[src/hdl/qnpi_pkg.sv]
// Shared constants, config register codes and stage payload types
// for the quad node permutation index pipeline. No dependencies.
package qnpi_pkg;

  // Highest polynomial order handled; larger settings saturate here
  localparam int MAX_ORDER  = 15;
  // Concentric layers of order >= 1 at MAX_ORDER
  localparam int NUM_LAYERS = (MAX_ORDER + 1) / 2;

  localparam int IDX_W      = 8;
  localparam int ORD_W      = 4;
  localparam int CNT_W      = 2;
  localparam int CFG_IDX_W  = 2;
  localparam int CFG_DATA_W = 4;
  localparam int LYR_W      = $clog2(NUM_LAYERS + 1);
  localparam int LOC_W      = $clog2(4 * MAX_ORDER);
  localparam int TOT_W      = 2 * (ORD_W + 1);

  // Config register indexes
  localparam logic [CFG_IDX_W-1:0] CFG_ELEM_ORDER     = 2'd0;
  localparam logic [CFG_IDX_W-1:0] CFG_FLIP_COUNT     = 2'd1;
  localparam logic [CFG_IDX_W-1:0] CFG_ROTATION_COUNT = 2'd2;

  // After layer compares
  typedef struct packed {
    logic [IDX_W-1:0]      j;
    logic [ORD_W-1:0]      p;
    logic [CNT_W-1:0]      rot;
    logic [CNT_W-1:0]      flip;
    logic                  oor;
    logic [NUM_LAYERS-1:0] hits;
  } s1_t;

  // After layer decode: layer-local index
  typedef struct packed {
    logic [IDX_W-1:0] j;
    logic [IDX_W-1:0] offset;
    logic [LOC_W-1:0] k;
    logic [ORD_W-1:0] cur;
    logic [CNT_W-1:0] rot;
    logic [CNT_W-1:0] flip;
    logic             oor;
  } s2_t;

  // After corner / edge split
  typedef struct packed {
    logic [IDX_W-1:0] j;
    logic [IDX_W-1:0] offset;
    logic             corner;
    logic [1:0]       c;
    logic [1:0]       e;
    logic [ORD_W-1:0] i;
    logic [ORD_W-1:0] n;
    logic             center;
    logic [CNT_W-1:0] rot;
    logic [CNT_W-1:0] flip;
    logic             oor;
  } s3_t;

endpackage

[src/hdl/quad_node_permutation_index.sv]
// Top level: config registers and the four-stage node permutation pipeline.
// Depends on qnpi_pkg, qnpi_layer, qnpi_edge, qnpi_map.
//
//   channel | signals                                   | transfer when
//   --------+-------------------------------------------+---------------------
//   in      | in_valid, in_ready, in_node_index         | in_valid & in_ready
//   out     | out_valid, out_ready, out_permuted_index, | out_valid & out_ready
//           | out_out_of_range                          |
//   cfg     | cfg_wr_en, cfg_index, cfg_data            | cfg_wr_en
//
// An input transfer passes the stages in order to result valid: layer compare,
// layer decode, edge split, rotate/flip into the output register.
// One item per cycle with out_ready high; a stage holds while the next is full.
// A stall at the output backs up stage by stage; bubbles are squeezed out.
// Synchronous reset clears all stage valids and loads the config defaults.
module quad_node_permutation_index (
  input  logic                            clk,
  input  logic                            rst_n,
  input  logic                            in_valid,
  output logic                            in_ready,
  input  logic [qnpi_pkg::IDX_W-1:0]      in_node_index,
  output logic                            out_valid,
  input  logic                            out_ready,
  output logic [qnpi_pkg::IDX_W-1:0]      out_permuted_index,
  output logic                            out_out_of_range,
  input  logic                            cfg_wr_en,
  input  logic [qnpi_pkg::CFG_IDX_W-1:0]  cfg_index,
  input  logic [qnpi_pkg::CFG_DATA_W-1:0] cfg_data
);
  import qnpi_pkg::*;

  logic [ORD_W-1:0] elem_order_r, elem_order_nxt;
  logic [CNT_W-1:0] flip_count_r, flip_count_nxt;
  logic [CNT_W-1:0] rotation_count_r, rotation_count_nxt;

  logic l2e_valid, l2e_ready;
  s2_t  l2e_data;
  logic e2m_valid, e2m_ready;
  s3_t  e2m_data;

  // Config write decode
  always_comb begin
    elem_order_nxt     = elem_order_r;
    flip_count_nxt     = flip_count_r;
    rotation_count_nxt = rotation_count_r;
    if (cfg_wr_en) begin
      unique case (cfg_index)
        CFG_ELEM_ORDER:     elem_order_nxt     = cfg_data[ORD_W-1:0];
        CFG_FLIP_COUNT:     flip_count_nxt     = cfg_data[CNT_W-1:0];
        CFG_ROTATION_COUNT: rotation_count_nxt = cfg_data[CNT_W-1:0];
        default: ;
      endcase
    end
  end

  always_ff @(posedge clk) begin
    if (!rst_n) begin
      elem_order_r     <= ORD_W'(1);
      flip_count_r     <= '0;
      rotation_count_r <= '0;
    end else begin
      elem_order_r     <= elem_order_nxt;
      flip_count_r     <= flip_count_nxt;
      rotation_count_r <= rotation_count_nxt;
    end
  end

  // Pipeline
  qnpi_layer u_layer (
    .clk            (clk),
    .rst_n          (rst_n),
    .in_valid       (in_valid),
    .in_ready       (in_ready),
    .in_node_index  (in_node_index),
    .elem_order     (elem_order_r),
    .rotation_count (rotation_count_r),
    .flip_count     (flip_count_r),
    .out_valid      (l2e_valid),
    .out_ready      (l2e_ready),
    .out_data       (l2e_data)
  );

  qnpi_edge u_edge (
    .clk       (clk),
    .rst_n     (rst_n),
    .in_valid  (l2e_valid),
    .in_ready  (l2e_ready),
    .in_data   (l2e_data),
    .out_valid (e2m_valid),
    .out_ready (e2m_ready),
    .out_data  (e2m_data)
  );

  qnpi_map u_map (
    .clk                (clk),
    .rst_n              (rst_n),
    .in_valid           (e2m_valid),
    .in_ready           (e2m_ready),
    .in_data            (e2m_data),
    .out_valid          (out_valid),
    .out_ready          (out_ready),
    .out_permuted_index (out_permuted_index),
    .out_out_of_range   (out_out_of_range)
  );

endmodule

[src/hdl/qnpi_layer.sv]
// Layer locate stages: boundary compares, then layer decode and local index.
// Depends on qnpi_pkg.
module qnpi_layer (
  input  logic                          clk,
  input  logic                          rst_n,
  input  logic                          in_valid,
  output logic                          in_ready,
  input  logic [qnpi_pkg::IDX_W-1:0]    in_node_index,
  input  logic [qnpi_pkg::ORD_W-1:0]    elem_order,
  input  logic [qnpi_pkg::CNT_W-1:0]    rotation_count,
  input  logic [qnpi_pkg::CNT_W-1:0]    flip_count,
  output logic                          out_valid,
  input  logic                          out_ready,
  output qnpi_pkg::s2_t                 out_data
);
  import qnpi_pkg::*;

  logic            s1_valid_r, s1_valid_nxt;
  s1_t             s1_r, s1_nxt;
  logic            s2_valid_r, s2_valid_nxt;
  s2_t             s2_r, s2_nxt;
  logic            s1_ready, s2_ready;

  logic [ORD_W-1:0] p_sat;
  logic [ORD_W:0]   p_inc;
  logic [TOT_W-1:0] total;

  // Stage handshakes
  assign s2_ready = !s2_valid_r || out_ready;
  assign s1_ready = !s1_valid_r || s2_ready;
  assign in_ready = s1_ready;

  // Stage 1: saturate order, range check, compare against each layer end
  always_comb begin
    logic [ORD_W:0]   diff;
    logic [TOT_W-1:0] bnd;
    logic             lyr_ok;
    p_sat = (int'(elem_order) > MAX_ORDER) ? ORD_W'(MAX_ORDER) : elem_order;
    p_inc = {1'b0, p_sat} + (ORD_W+1)'(1);
    total = TOT_W'(p_inc) * TOT_W'(p_inc);
    s1_nxt.j    = in_node_index;
    s1_nxt.p    = p_sat;
    s1_nxt.rot  = rotation_count;
    s1_nxt.flip = flip_count;
    s1_nxt.oor  = (TOT_W'(in_node_index) >= total);
    for (int l = 0; l < NUM_LAYERS; l++) begin
      // layer l ends at 4*(l+1)*(P-l)
      diff   = {1'b0, p_sat} - (ORD_W+1)'(l);
      bnd    = (TOT_W'(diff) * TOT_W'(l + 1)) << 2;
      lyr_ok = ({1'b0, p_sat} >= (ORD_W+1)'(2 * l + 1));
      s1_nxt.hits[l] = lyr_ok && (TOT_W'(in_node_index) >= bnd);
    end
  end

  assign s1_valid_nxt = s1_ready ? in_valid : s1_valid_r;

  // Stage 2: layer number, layer order, layer offset, local index
  always_comb begin
    logic [LYR_W-1:0]   lyr;
    logic [ORD_W:0]     cur_w;
    logic [ORD_W:0]     span;
    logic [TOT_W:0]     off_w;
    logic [IDX_W-1:0]   k_w;
    lyr   = LYR_W'($countones(s1_r.hits));
    cur_w = {1'b0, s1_r.p} - ((ORD_W+1)'(lyr) << 1);
    span  = {1'b0, s1_r.p} + (ORD_W+1)'(1) - (ORD_W+1)'(lyr);
    off_w = (( TOT_W+1)'(span) * (TOT_W+1)'(lyr)) << 2;
    k_w   = s1_r.j - off_w[IDX_W-1:0];
    s2_nxt.j      = s1_r.j;
    s2_nxt.offset = off_w[IDX_W-1:0];
    s2_nxt.k      = k_w[LOC_W-1:0];
    s2_nxt.cur    = cur_w[ORD_W-1:0];
    s2_nxt.rot    = s1_r.rot;
    s2_nxt.flip   = s1_r.flip;
    s2_nxt.oor    = s1_r.oor;
  end

  assign s2_valid_nxt = s2_ready ? s1_valid_r : s2_valid_r;

  always_ff @(posedge clk) begin
    if (!rst_n) begin
      s1_valid_r <= 1'b0;
      s2_valid_r <= 1'b0;
    end else begin
      s1_valid_r <= s1_valid_nxt;
      s2_valid_r <= s2_valid_nxt;
    end
  end

  always_ff @(posedge clk) begin
    if (s1_ready) begin
      s1_r <= s1_nxt;
    end
    if (s2_ready) begin
      s2_r <= s2_nxt;
    end
  end

  assign out_valid = s2_valid_r;
  assign out_data  = s2_r;

endmodule

[src/hdl/qnpi_edge.sv]
// Corner / edge split stage: edge number and position along the edge.
// Depends on qnpi_pkg.
module qnpi_edge (
  input  logic          clk,
  input  logic          rst_n,
  input  logic          in_valid,
  output logic          in_ready,
  input  qnpi_pkg::s2_t in_data,
  output logic          out_valid,
  input  logic          out_ready,
  output qnpi_pkg::s3_t out_data
);
  import qnpi_pkg::*;

  logic valid_r, valid_nxt;
  s3_t  data_r, data_nxt;

  assign in_ready  = !valid_r || out_ready;
  assign valid_nxt = in_ready ? in_valid : valid_r;

  // Edge number by three compares against multiples of the edge length
  always_comb begin
    logic [ORD_W-1:0] n;
    logic [LOC_W-1:0] m;
    logic [LOC_W-1:0] n1, n2, n3, en, i_w;
    logic             ge1, ge2, ge3;
    logic [1:0]       e;
    n   = in_data.cur - ORD_W'(1);
    m   = in_data.k - LOC_W'(4);
    n1  = LOC_W'(n);
    n2  = n1 << 1;
    n3  = n2 + n1;
    ge1 = (m >= n1);
    ge2 = (m >= n2);
    ge3 = (m >= n3);
    e   = 2'(ge1) + 2'(ge2) + 2'(ge3);
    case (e)
      2'd0:    en = '0;
      2'd1:    en = n1;
      2'd2:    en = n2;
      default: en = n3;
    endcase
    i_w = m - en;
    data_nxt.j      = in_data.j;
    data_nxt.offset = in_data.offset;
    data_nxt.corner = (in_data.k < LOC_W'(4));
    data_nxt.c      = in_data.k[1:0];
    data_nxt.e      = e;
    data_nxt.i      = i_w[ORD_W-1:0];
    data_nxt.n      = n;
    data_nxt.center = (in_data.cur == '0);
    data_nxt.rot    = in_data.rot;
    data_nxt.flip   = in_data.flip;
    data_nxt.oor    = in_data.oor;
  end

  always_ff @(posedge clk) begin
    if (!rst_n) begin
      valid_r <= 1'b0;
    end else begin
      valid_r <= valid_nxt;
    end
  end

  always_ff @(posedge clk) begin
    if (in_ready) begin
      data_r <= data_nxt;
    end
  end

  assign out_valid = valid_r;
  assign out_data  = data_r;

endmodule

[src/hdl/qnpi_map.sv]
// Rotate / flip stage and output register.
// Depends on qnpi_pkg.
module qnpi_map (
  input  logic                       clk,
  input  logic                       rst_n,
  input  logic                       in_valid,
  output logic                       in_ready,
  input  qnpi_pkg::s3_t              in_data,
  output logic                       out_valid,
  input  logic                       out_ready,
  output logic [qnpi_pkg::IDX_W-1:0] out_permuted_index,
  output logic                       out_out_of_range
);
  import qnpi_pkg::*;

  logic             valid_r, valid_nxt;
  logic [IDX_W-1:0] index_r, index_nxt;
  logic             oor_r;

  assign in_ready  = !valid_r || out_ready;
  assign valid_nxt = in_ready ? in_valid : valid_r;

  // Rotations shift corner/edge numbers down by one each; two flips cancel
  always_comb begin
    logic             fl;
    logic [1:0]       c_r, c_f, e_r, e_f;
    logic [ORD_W-1:0] i_f;
    logic [5:0]       edge_base;
    logic [IDX_W-1:0] idx_corner, idx_edge;
    fl        = in_data.flip[0];
    c_r       = in_data.c - in_data.rot;
    c_f       = fl ? (c_r ^ 2'b01) : c_r;
    e_r       = in_data.e - in_data.rot;
    e_f       = fl ? (2'd0 - e_r) : e_r;
    i_f       = fl ? (in_data.n - ORD_W'(1) - in_data.i) : in_data.i;
    edge_base = 6'(e_f) * 6'(in_data.n);
    idx_corner = in_data.offset + IDX_W'(c_f);
    idx_edge   = in_data.offset + IDX_W'(4) + IDX_W'(edge_base) + IDX_W'(i_f);
    if (in_data.oor) begin
      index_nxt = '0;
    end else if (in_data.center) begin
      index_nxt = in_data.j;
    end else if (in_data.corner) begin
      index_nxt = idx_corner;
    end else begin
      index_nxt = idx_edge;
    end
  end

  always_ff @(posedge clk) begin
    if (!rst_n) begin
      valid_r <= 1'b0;
    end else begin
      valid_r <= valid_nxt;
    end
  end

  always_ff @(posedge clk) begin
    if (in_ready) begin
      index_r <= index_nxt;
      oor_r   <= in_data.oor;
    end
  end

  assign out_valid          = valid_r;
  assign out_permuted_index = index_r;
  assign out_out_of_range   = oor_r;

endmodule

[config.mk]
export PLATFORM = sky130hd
export DESIGN_NAME = quad_node_permutation_index
export DESIGN_NICKNAME = d
export VERILOG_FILES = /design/src/hdl/qnpi_pkg.sv /design/src/hdl/quad_node_permutation_index.sv /design/src/hdl/qnpi_layer.sv /design/src/hdl/qnpi_edge.sv /design/src/hdl/qnpi_map.sv
export SDC_FILE = /design/constraint.sdc
export NUM_CORES = 1
export LEC_CHECK = 0
export ABC_AREA = 1
export BUFFER_PORTS_ARGS = -buffer_cell sky130_fd_sc_hd__buf_4
export CAP_MARGIN = 40
export CORE_MARGIN = 2
export CORE_UTILIZATION = 50
export DETAILED_ROUTE_END_ITERATION = 6
export PLACE_DENSITY = 0.66
export RECOVER_POWER = 100
export SKIP_LAST_GASP = 1
export SYNTH_ARGS = -nofsm -noshare
export SYNTH_HDL_FRONTEND = slang
export SYNTH_SLANG_ARGS = --single-unit
export TNS_END_PERCENT = 50
[constraint.sdc]
create_clock -name clk -period 17 [get_ports clk]
set_input_delay 2.55 -clock clk [delete_from_list [all_inputs] [get_ports clk]]
set_output_delay 2.55 -clock clk [all_outputs]
set_load 0.01 [all_outputs]
Word-level counts from Yosys, hierarchy flattened
Cells that the tools add are included.
Widths: inputs -> output; s select.
{"block": "word_totals", "reg_bits": 104, "in_bits": 19, "output_inout_bits": 11, "elab_cells": 128}
{"block": "classes", "n_addsub": 34, "mul": 7, "order_cmp": 21, "eq_ne": 4, "muxes": 6, "bitwise_logic": 1, "n_reduce_logical": 22}
{"cell": "$ge 8x10->1", "n": 5}
{"cell": "$sub 4x3->5 const B", "n": 4}
{"cell": "$ge 8x9->1", "n": 2}
{"cell": "$ge 4x4->1 const B", "n": 4}
{"cell": "$mul 5x3->8 const B", "n": 2}
{"cell": "$mux 8", "n": 2}
{"cell": "$mul 5x2->7 const B", "n": 2}
{"cell": "$add 4x4->4", "n": 3}
{"cell": "$pmux 4 s3", "n": 1}
{"cell": "$sub 4x4->4", "n": 3}
{"cell": "$add 1x1->2", "n": 5}
{"cell": "$add 4x1->5 const B", "n": 2}
{"cell": "$mul 5x5->10", "n": 1}
{"cell": "$sub 4x2->5 const B", "n": 2}
{"cell": "$add 8x2->8", "n": 1}
{"cell": "$add 8x3->8 const B", "n": 1}
{"cell": "$add 8x4->8", "n": 1}
{"cell": "$add 8x6->8", "n": 1}
{"cell": "$ge 4x3->1 const B", "n": 2}
{"cell": "$ge 8x6->1", "n": 1}
{"cell": "$ge 8x8->1", "n": 1}
{"cell": "$logic_and 1x1->1", "n": 8}
{"cell": "$sub 4x1->4 const B", "n": 2}
{"cell": "$add 5x4->6", "n": 1}
{"cell": "26 further kinds", "n": 38}

Depth between registers and ports, before layout
{"block": "depth", "depth_word": 8, "ltp_mapped": 28, "depth_no_buf": 28}

Hierarchy
From an unflattened synthesis, not the netlist that was laid out.
{"block": "unflattened", "cells_unflattened": 1031, "hier_area_um2": 9150.0}
{"mod": "qnpi_layer", "instances": 1, "cells_per_inst": 599, "area_per_inst_um2": 5312.6, "seq_area_each_um2": 1601.5}
{"mod": "qnpi_edge", "instances": 1, "cells_per_inst": 174, "area_per_inst_um2": 1931.9, "seq_area_each_um2": 1071.0}
{"mod": "qnpi_map", "instances": 1, "cells_per_inst": 204, "area_per_inst_um2": 1527.7, "seq_area_each_um2": 290.3}
{"mod": "quad_node_permutation_index", "instances": 1, "cells_per_inst": 54, "area_per_inst_um2": 377.9, "seq_area_each_um2": 160.2}

Worst setup path after synthesis
Ideal clock, no wire load.
{"block": "synth_timing", "path_kind": "in2out", "from": "input out_ready", "to": "output in_ready", "arrival_time_ns": 4.164, "required_ns": 14.450, "setup_slack_ns": 10.286, "path_stages": 4, "path_buffers": 0, "path_cell_list": "nor2_1 -> nand2_1 -> nor2_1 -> nand2_1"}
{"block": "synth_between", "elab_chain_cells": 4}
{"item": "start, declared", "line": "quad_node_permutation_index.sv:23", "source": "input logic out_ready,"}
{"item": "$logic_or 1x1->1", "line": "qnpi_map.sv:20", "source": "assign in_ready = !valid_r || out_ready;"}
{"item": "$logic_or 1x1->1", "line": "qnpi_edge.sv:18", "source": "assign in_ready = !valid_r || out_ready;"}
{"item": "via l2e_ready", "line": "quad_node_permutation_index.sv:36", "source": "logic l2e_valid, l2e_ready;"}
{"item": "$logic_or 1x1->1", "line": "qnpi_layer.sv:29", "source": "assign s2_ready = !s2_valid_r || out_ready;"}
{"item": "$logic_or 1x1->1", "line": "qnpi_layer.sv:30", "source": "assign s1_ready = !s1_valid_r || s2_ready;"}
{"item": "end, declared", "line": "quad_node_permutation_index.sv:20", "source": "output logic in_ready,"}
The timed path passes the listed nets, and every way through them passes these cells.

Worst setup path in the final report
Same ends and word-level chain as after synthesis.

==> insert_results.sql <==
INSERT INTO impl_metrics (metric_group, metric, value, unit) VALUES
('sta', 'post-route-worst-setup-slack', '9.816', 'ns'),
('floorplan', 'starting_density_of_the_core', '51.11', '%'),
('layout', 'layout.cells.non_filler', '1203', ''),
('layout', 'final_layout_size_suffix_gt1_share', '4.069', '%'),
('clocking', 'cts_post_setup_buffers_inserted', '0', ''),
('grt', 'track_usage', '18.87', '%'),
('detailed_routing', 'drt-initial-drc-count', '397', ''),
('sta', 'max_freq', '139.2', 'MHz'),
('sta', 'final.setup_skew', '0.007111', 'ns'),
('setup_path', 'crit_buf_inv', '3', ''),
('clocking', 'cts-buffers-inserted', '9', ''),
('power', 'irDropWorstVdd', '129.9', 'uV'),
('status', 'status', 'finished, violations left', ''),
('logic_synthesis', 'synth_nets', '1139', ''),
('clocking', 'postCtsResizedCells', '0', ''),
('setup_path', 'critical_path.max_fanout', '32', ''),
('logic_synthesis', 'synth_sequential_area_ratio', '34.25', '%'),
('grt', 'grt_pass1_wl', '27130', 'um'),
('layout', 'insertedDiodeCount', '0', ''),
('layout', 'num-fill-cells', '1509', ''),
('floorplan', 'die_h', '134.0', 'um'),
('clocking', 'cts_max_path_buffers', '2', ''),
('detailed_routing', 'route.detailed.wl_per_inst', '13.23', 'um'),
('hold_path', 'whs_endpoint', 'u_edge.out_data[23]', ''),
('detailed_routing', 'drt-vias-per-instance', '4.935', ''),
('sta', 'final.hold.worst_slack', '0.4139', 'ns'),
('clocking', 'cts.clk_slew.worst_paths', '0.07', 'ns'),
('grt', 'vias_in_the_first_global_route', '5764', ''),
('sta', 'worst_pin_slew', '1.655', 'ns'),
('logic_synthesis', 'synthesis.yosys.warnings', '0', ''),
('clocking', 'clock_tree.htree_level_count', '3', ''),
('clocking', 'cts_tree', 'yes', ''),
('placed_design', 'numPortBuffers', '29', ''),
('logic_synthesis', 'synthesis.area_per_instance', '8.994', 'sq um'),
('detailed_routing', 'detail_route.wirelength', '15920', 'um'),
('grt', 'grt_remaining_overflow', '0', ''),
('setup_path', 'critPathLaunchType', 'input port', ''),
('logic_synthesis', 'post_synth_inst_count', '939', ''),
('detailed_routing', 'route.vias.total', '5937', ''),
('setup_path', 'critical_path.cell_chain', 'clkbuf_4, nor2_1, nand2_1, clkbuf_1, nor2_1, nand2_1, clkbuf_1', ''),
('setup_path', 'timing.setup.critical_path_class', 'in -> out', ''),
('power', 'powerDensity', '161.9', 'mW/mm^2'),
('logic_synthesis', 'synth.distinct_cells', '42', ''),
('status', 'violations', 'capacitance limit, slew limit', ''),
('run', 'maxCapViolations', '1', ''),
('clocking', 'cts_sinks', '100', ''),
('layout', 'flow.area_growth_from_synthesis', '8.104', '%'),
('placed_design', 'post-place-cells', '1187', ''),
('sta', 'timing_max_transition_violations_final', '33', ''),
('placed_design', 'routabilityCongestion', '0.8643', ''),
('sta', 'grt_setup_unrepaired', 'false', ''),
('sta', 'total_setup_violations_reported_at_the_end_of_the_flow', '0', ''),
('grt', 'grt_max_degree', '33', ''),
('layout', 'layout.core_utilization', '55.25', '%'),
('hold_path', 'worst_hold_path_type', 'reg -> reg', ''),
('hold_path', 'worstHoldPathCells', '0', ''),
('setup_path', 'critical-path-max-stage-delay', '1.19', 'ns'),
('setup_path', 'timing.critical_path.max_delay_family', 'buffers and inverters', ''),
('logic_synthesis', 'synth-edff-count', '89', ''),
('placed_design', 'dp.final_hpwl', '12680', 'um'),
('sta', 'finalHoldViolations', '0', ''),
('setup_path', 'critPathCaptureType', 'primary output', ''),
('floorplan', 'fp-row-count', '47', ''),
('layout', 'design.final.nets', '1178', ''),
('sta', 'final.period_utilization', '42.26', '%'),
('logic_synthesis', 'async_flop_share', '0', '%'),
('clocking', 'ctsHoldBuffers', '0', ''),
('power', 'power.leakage', '4.639', 'nW'),
('setup_path', 'cp_data_required_time', '14.45', 'ns'),
('detailed_routing', 'drc', '0', ''),
('setup_path', 'r2r-end', 'u_layer.s1_r[8]', '');
[power breakdown]
part           leakage (nW)  internal (mW)  total, mW  switching (mW)
Combinational          3.42          0.374      0.892           0.518
Clock                 0.151          0.117      0.206          0.0891
Sequential             1.07          0.354      0.381          0.0272
[worst reg2reg max path, cell delays in order, from the launching register on]
cell and delay [ns]:
sky130_fd_sc_hd__dfxtp_1 0.31, sky130_fd_sc_hd__clkbuf_1 0.77, sky130_fd_sc_hd__inv_1 0.53, sky130_fd_sc_hd__ha_1 0.66, sky130_fd_sc_hd__nand2_1 0.18, sky130_fd_sc_hd__fa_1 0.52, sky130_fd_sc_hd__fa_1 0.53, sky130_fd_sc_hd__inv_1 0.05
sky130_fd_sc_hd__ha_1 0.27, sky130_fd_sc_hd__a31o_2 0.25, sky130_fd_sc_hd__ha_1 0.34, sky130_fd_sc_hd__nand2_1 0.09, sky130_fd_sc_hd__nand2_1 0.05, sky130_fd_sc_hd__nand2_1 0.05, sky130_fd_sc_hd__nand2_1 0.06, sky130_fd_sc_hd__xnor2_1 0.14
sky130_fd_sc_hd__ha_1 0.30, sky130_fd_sc_hd__nand2_1 0.08, sky130_fd_sc_hd__nor4_1 0.27, sky130_fd_sc_hd__nor2_1 0.08, sky130_fd_sc_hd__nor2_1 0.12
[cell usage after synthesis, types with 2 or more instances]
cell type	number	area share, %
sky130_fd_sc_hd__dfxtp_1	11	2.6
sky130_fd_sc_hd__a21o_1	2	0.18
sky130_fd_sc_hd__buf_2	3	0.18
sky130_fd_sc_hd__nand3_2	3	0.36
sky130_fd_sc_hd__xor2_1	19	2.0
sky130_fd_sc_hd__o21ai_0	29	1.7
sky130_fd_sc_hd__xnor2_2	3	0.58
sky130_fd_sc_hd__ha_1	151	22
sky130_fd_sc_hd__clkinv_1	2	0.089
sky130_fd_sc_hd__a21oi_1	59	3.5
sky130_fd_sc_hd__o21ai_1	4	0.24
sky130_fd_sc_hd__o211ai_1	2	0.18
sky130_fd_sc_hd__nor2_1	55	2.4
sky130_fd_sc_hd__inv_2	6	0.27
sky130_fd_sc_hd__xnor2_1	22	2.3
sky130_fd_sc_hd__edfxtp_1	89	32
sky130_fd_sc_hd__o21a_1	4	0.36
sky130_fd_sc_hd__nand2_1	177	7.9
sky130_fd_sc_hd__nand2_2	3	0.22
sky130_fd_sc_hd__nor4_1	2	0.15
sky130_fd_sc_hd__fa_1	30	7.1
sky130_fd_sc_hd__inv_1	180	8.0
sky130_fd_sc_hd__nand4_1	5	0.37
sky130_fd_sc_hd__o21bai_1	2	0.18
sky130_fd_sc_hd__nor3_1	8	0.47
sky130_fd_sc_hd__nand3_1	51	3.0
sky130_fd_sc_hd__buf_4	2	0.18
[cells by family (layout without fill, tap and decap cells)]
logic type	after synthesis	after routing	synth area share, %
xor gates and xnor gates	45	45	5.022
buffers and inverters	195	239	8.948
AOI/OAI and AO/OA	110	110	7.082
adders and majority gates	181	181	29.48
DFF	100	100	34.25
and+or+nand+nor	308	308	15.22
[sequential cells by signal, indices dropped and copies added, names as in the netlist]
name	flops
u_edge.out_data	30
u_map.out_out_of_range	1
elem_order_r	4
u_map.out_valid	1
flip_count_r	1
u_layer.s1_r	24
u_map.out_permuted_index	8
u_layer.out_valid	1
u_edge.out_valid	1
u_layer.s1_valid_r	1
u_layer.out_data	26
rotation_count_r	2
[worst max-delay path by stage]
stage | depth (start not counted) | slack [ns] | start | endpoint
3_5_place_dp | 7 | 10.60 | out_ready | in_ready
2_1_floorplan | 4 | 10.29 | out_ready | in_ready
4_1_cts | 7 | 10.60 | out_ready | in_ready
3_3_place_gp | 7 | 10.06 | out_ready | in_ready
6_report | 7 | 9.82 | out_ready | in_ready
5_1_grt | 7 | 9.56 | out_ready | in_ready
[metal layers]
layer,part of all wire (%),up-vias,GRT usage (%)
met5,0,-,0
li1,-,3141,-
met2,50,90,34.10
met4,2.1,0,5.851
met1,45,2685,23.89
met3,2.5,21,1.814
[area by class of cell]
class                   count  area, sq um  area share (%)
well taps                 220        275.3           3.015
clock buffers               9        225.2           2.467
repair buffers             34        157.7           1.727
clock inverters             7        82.58          0.9045
multi-input cells         644         4782           52.38
inverters                 189        714.4           7.825
flip-flops and latches    100         2893           31.68
[layout by cell type, fill, tap and decap left out, drive strengths merged]
cell / instances
fa: 30
nand4: 5
o21a: 4
a21oi: 59
a31oi: 1
o22ai: 1
o21ai: 33
nand2: 180
o2111ai: 1
ha: 151
bufinv: 1
or2: 1
a31o: 1
nor4: 2
buf: 6
clkbuf: 37
a22oi: 1
inv: 190
and2: 1
edfxtp: 89
nor3: 8
nand3: 54
o21bai: 2
o211ai: 2
a21o: 2
xnor2: 25
o311ai: 1
a21boi: 1
nand3b: 1
nor2: 56
clkinv: 5
o221ai: 1
dfxtp: 11
xor2: 20
Power figures use the tool's default switching activity.
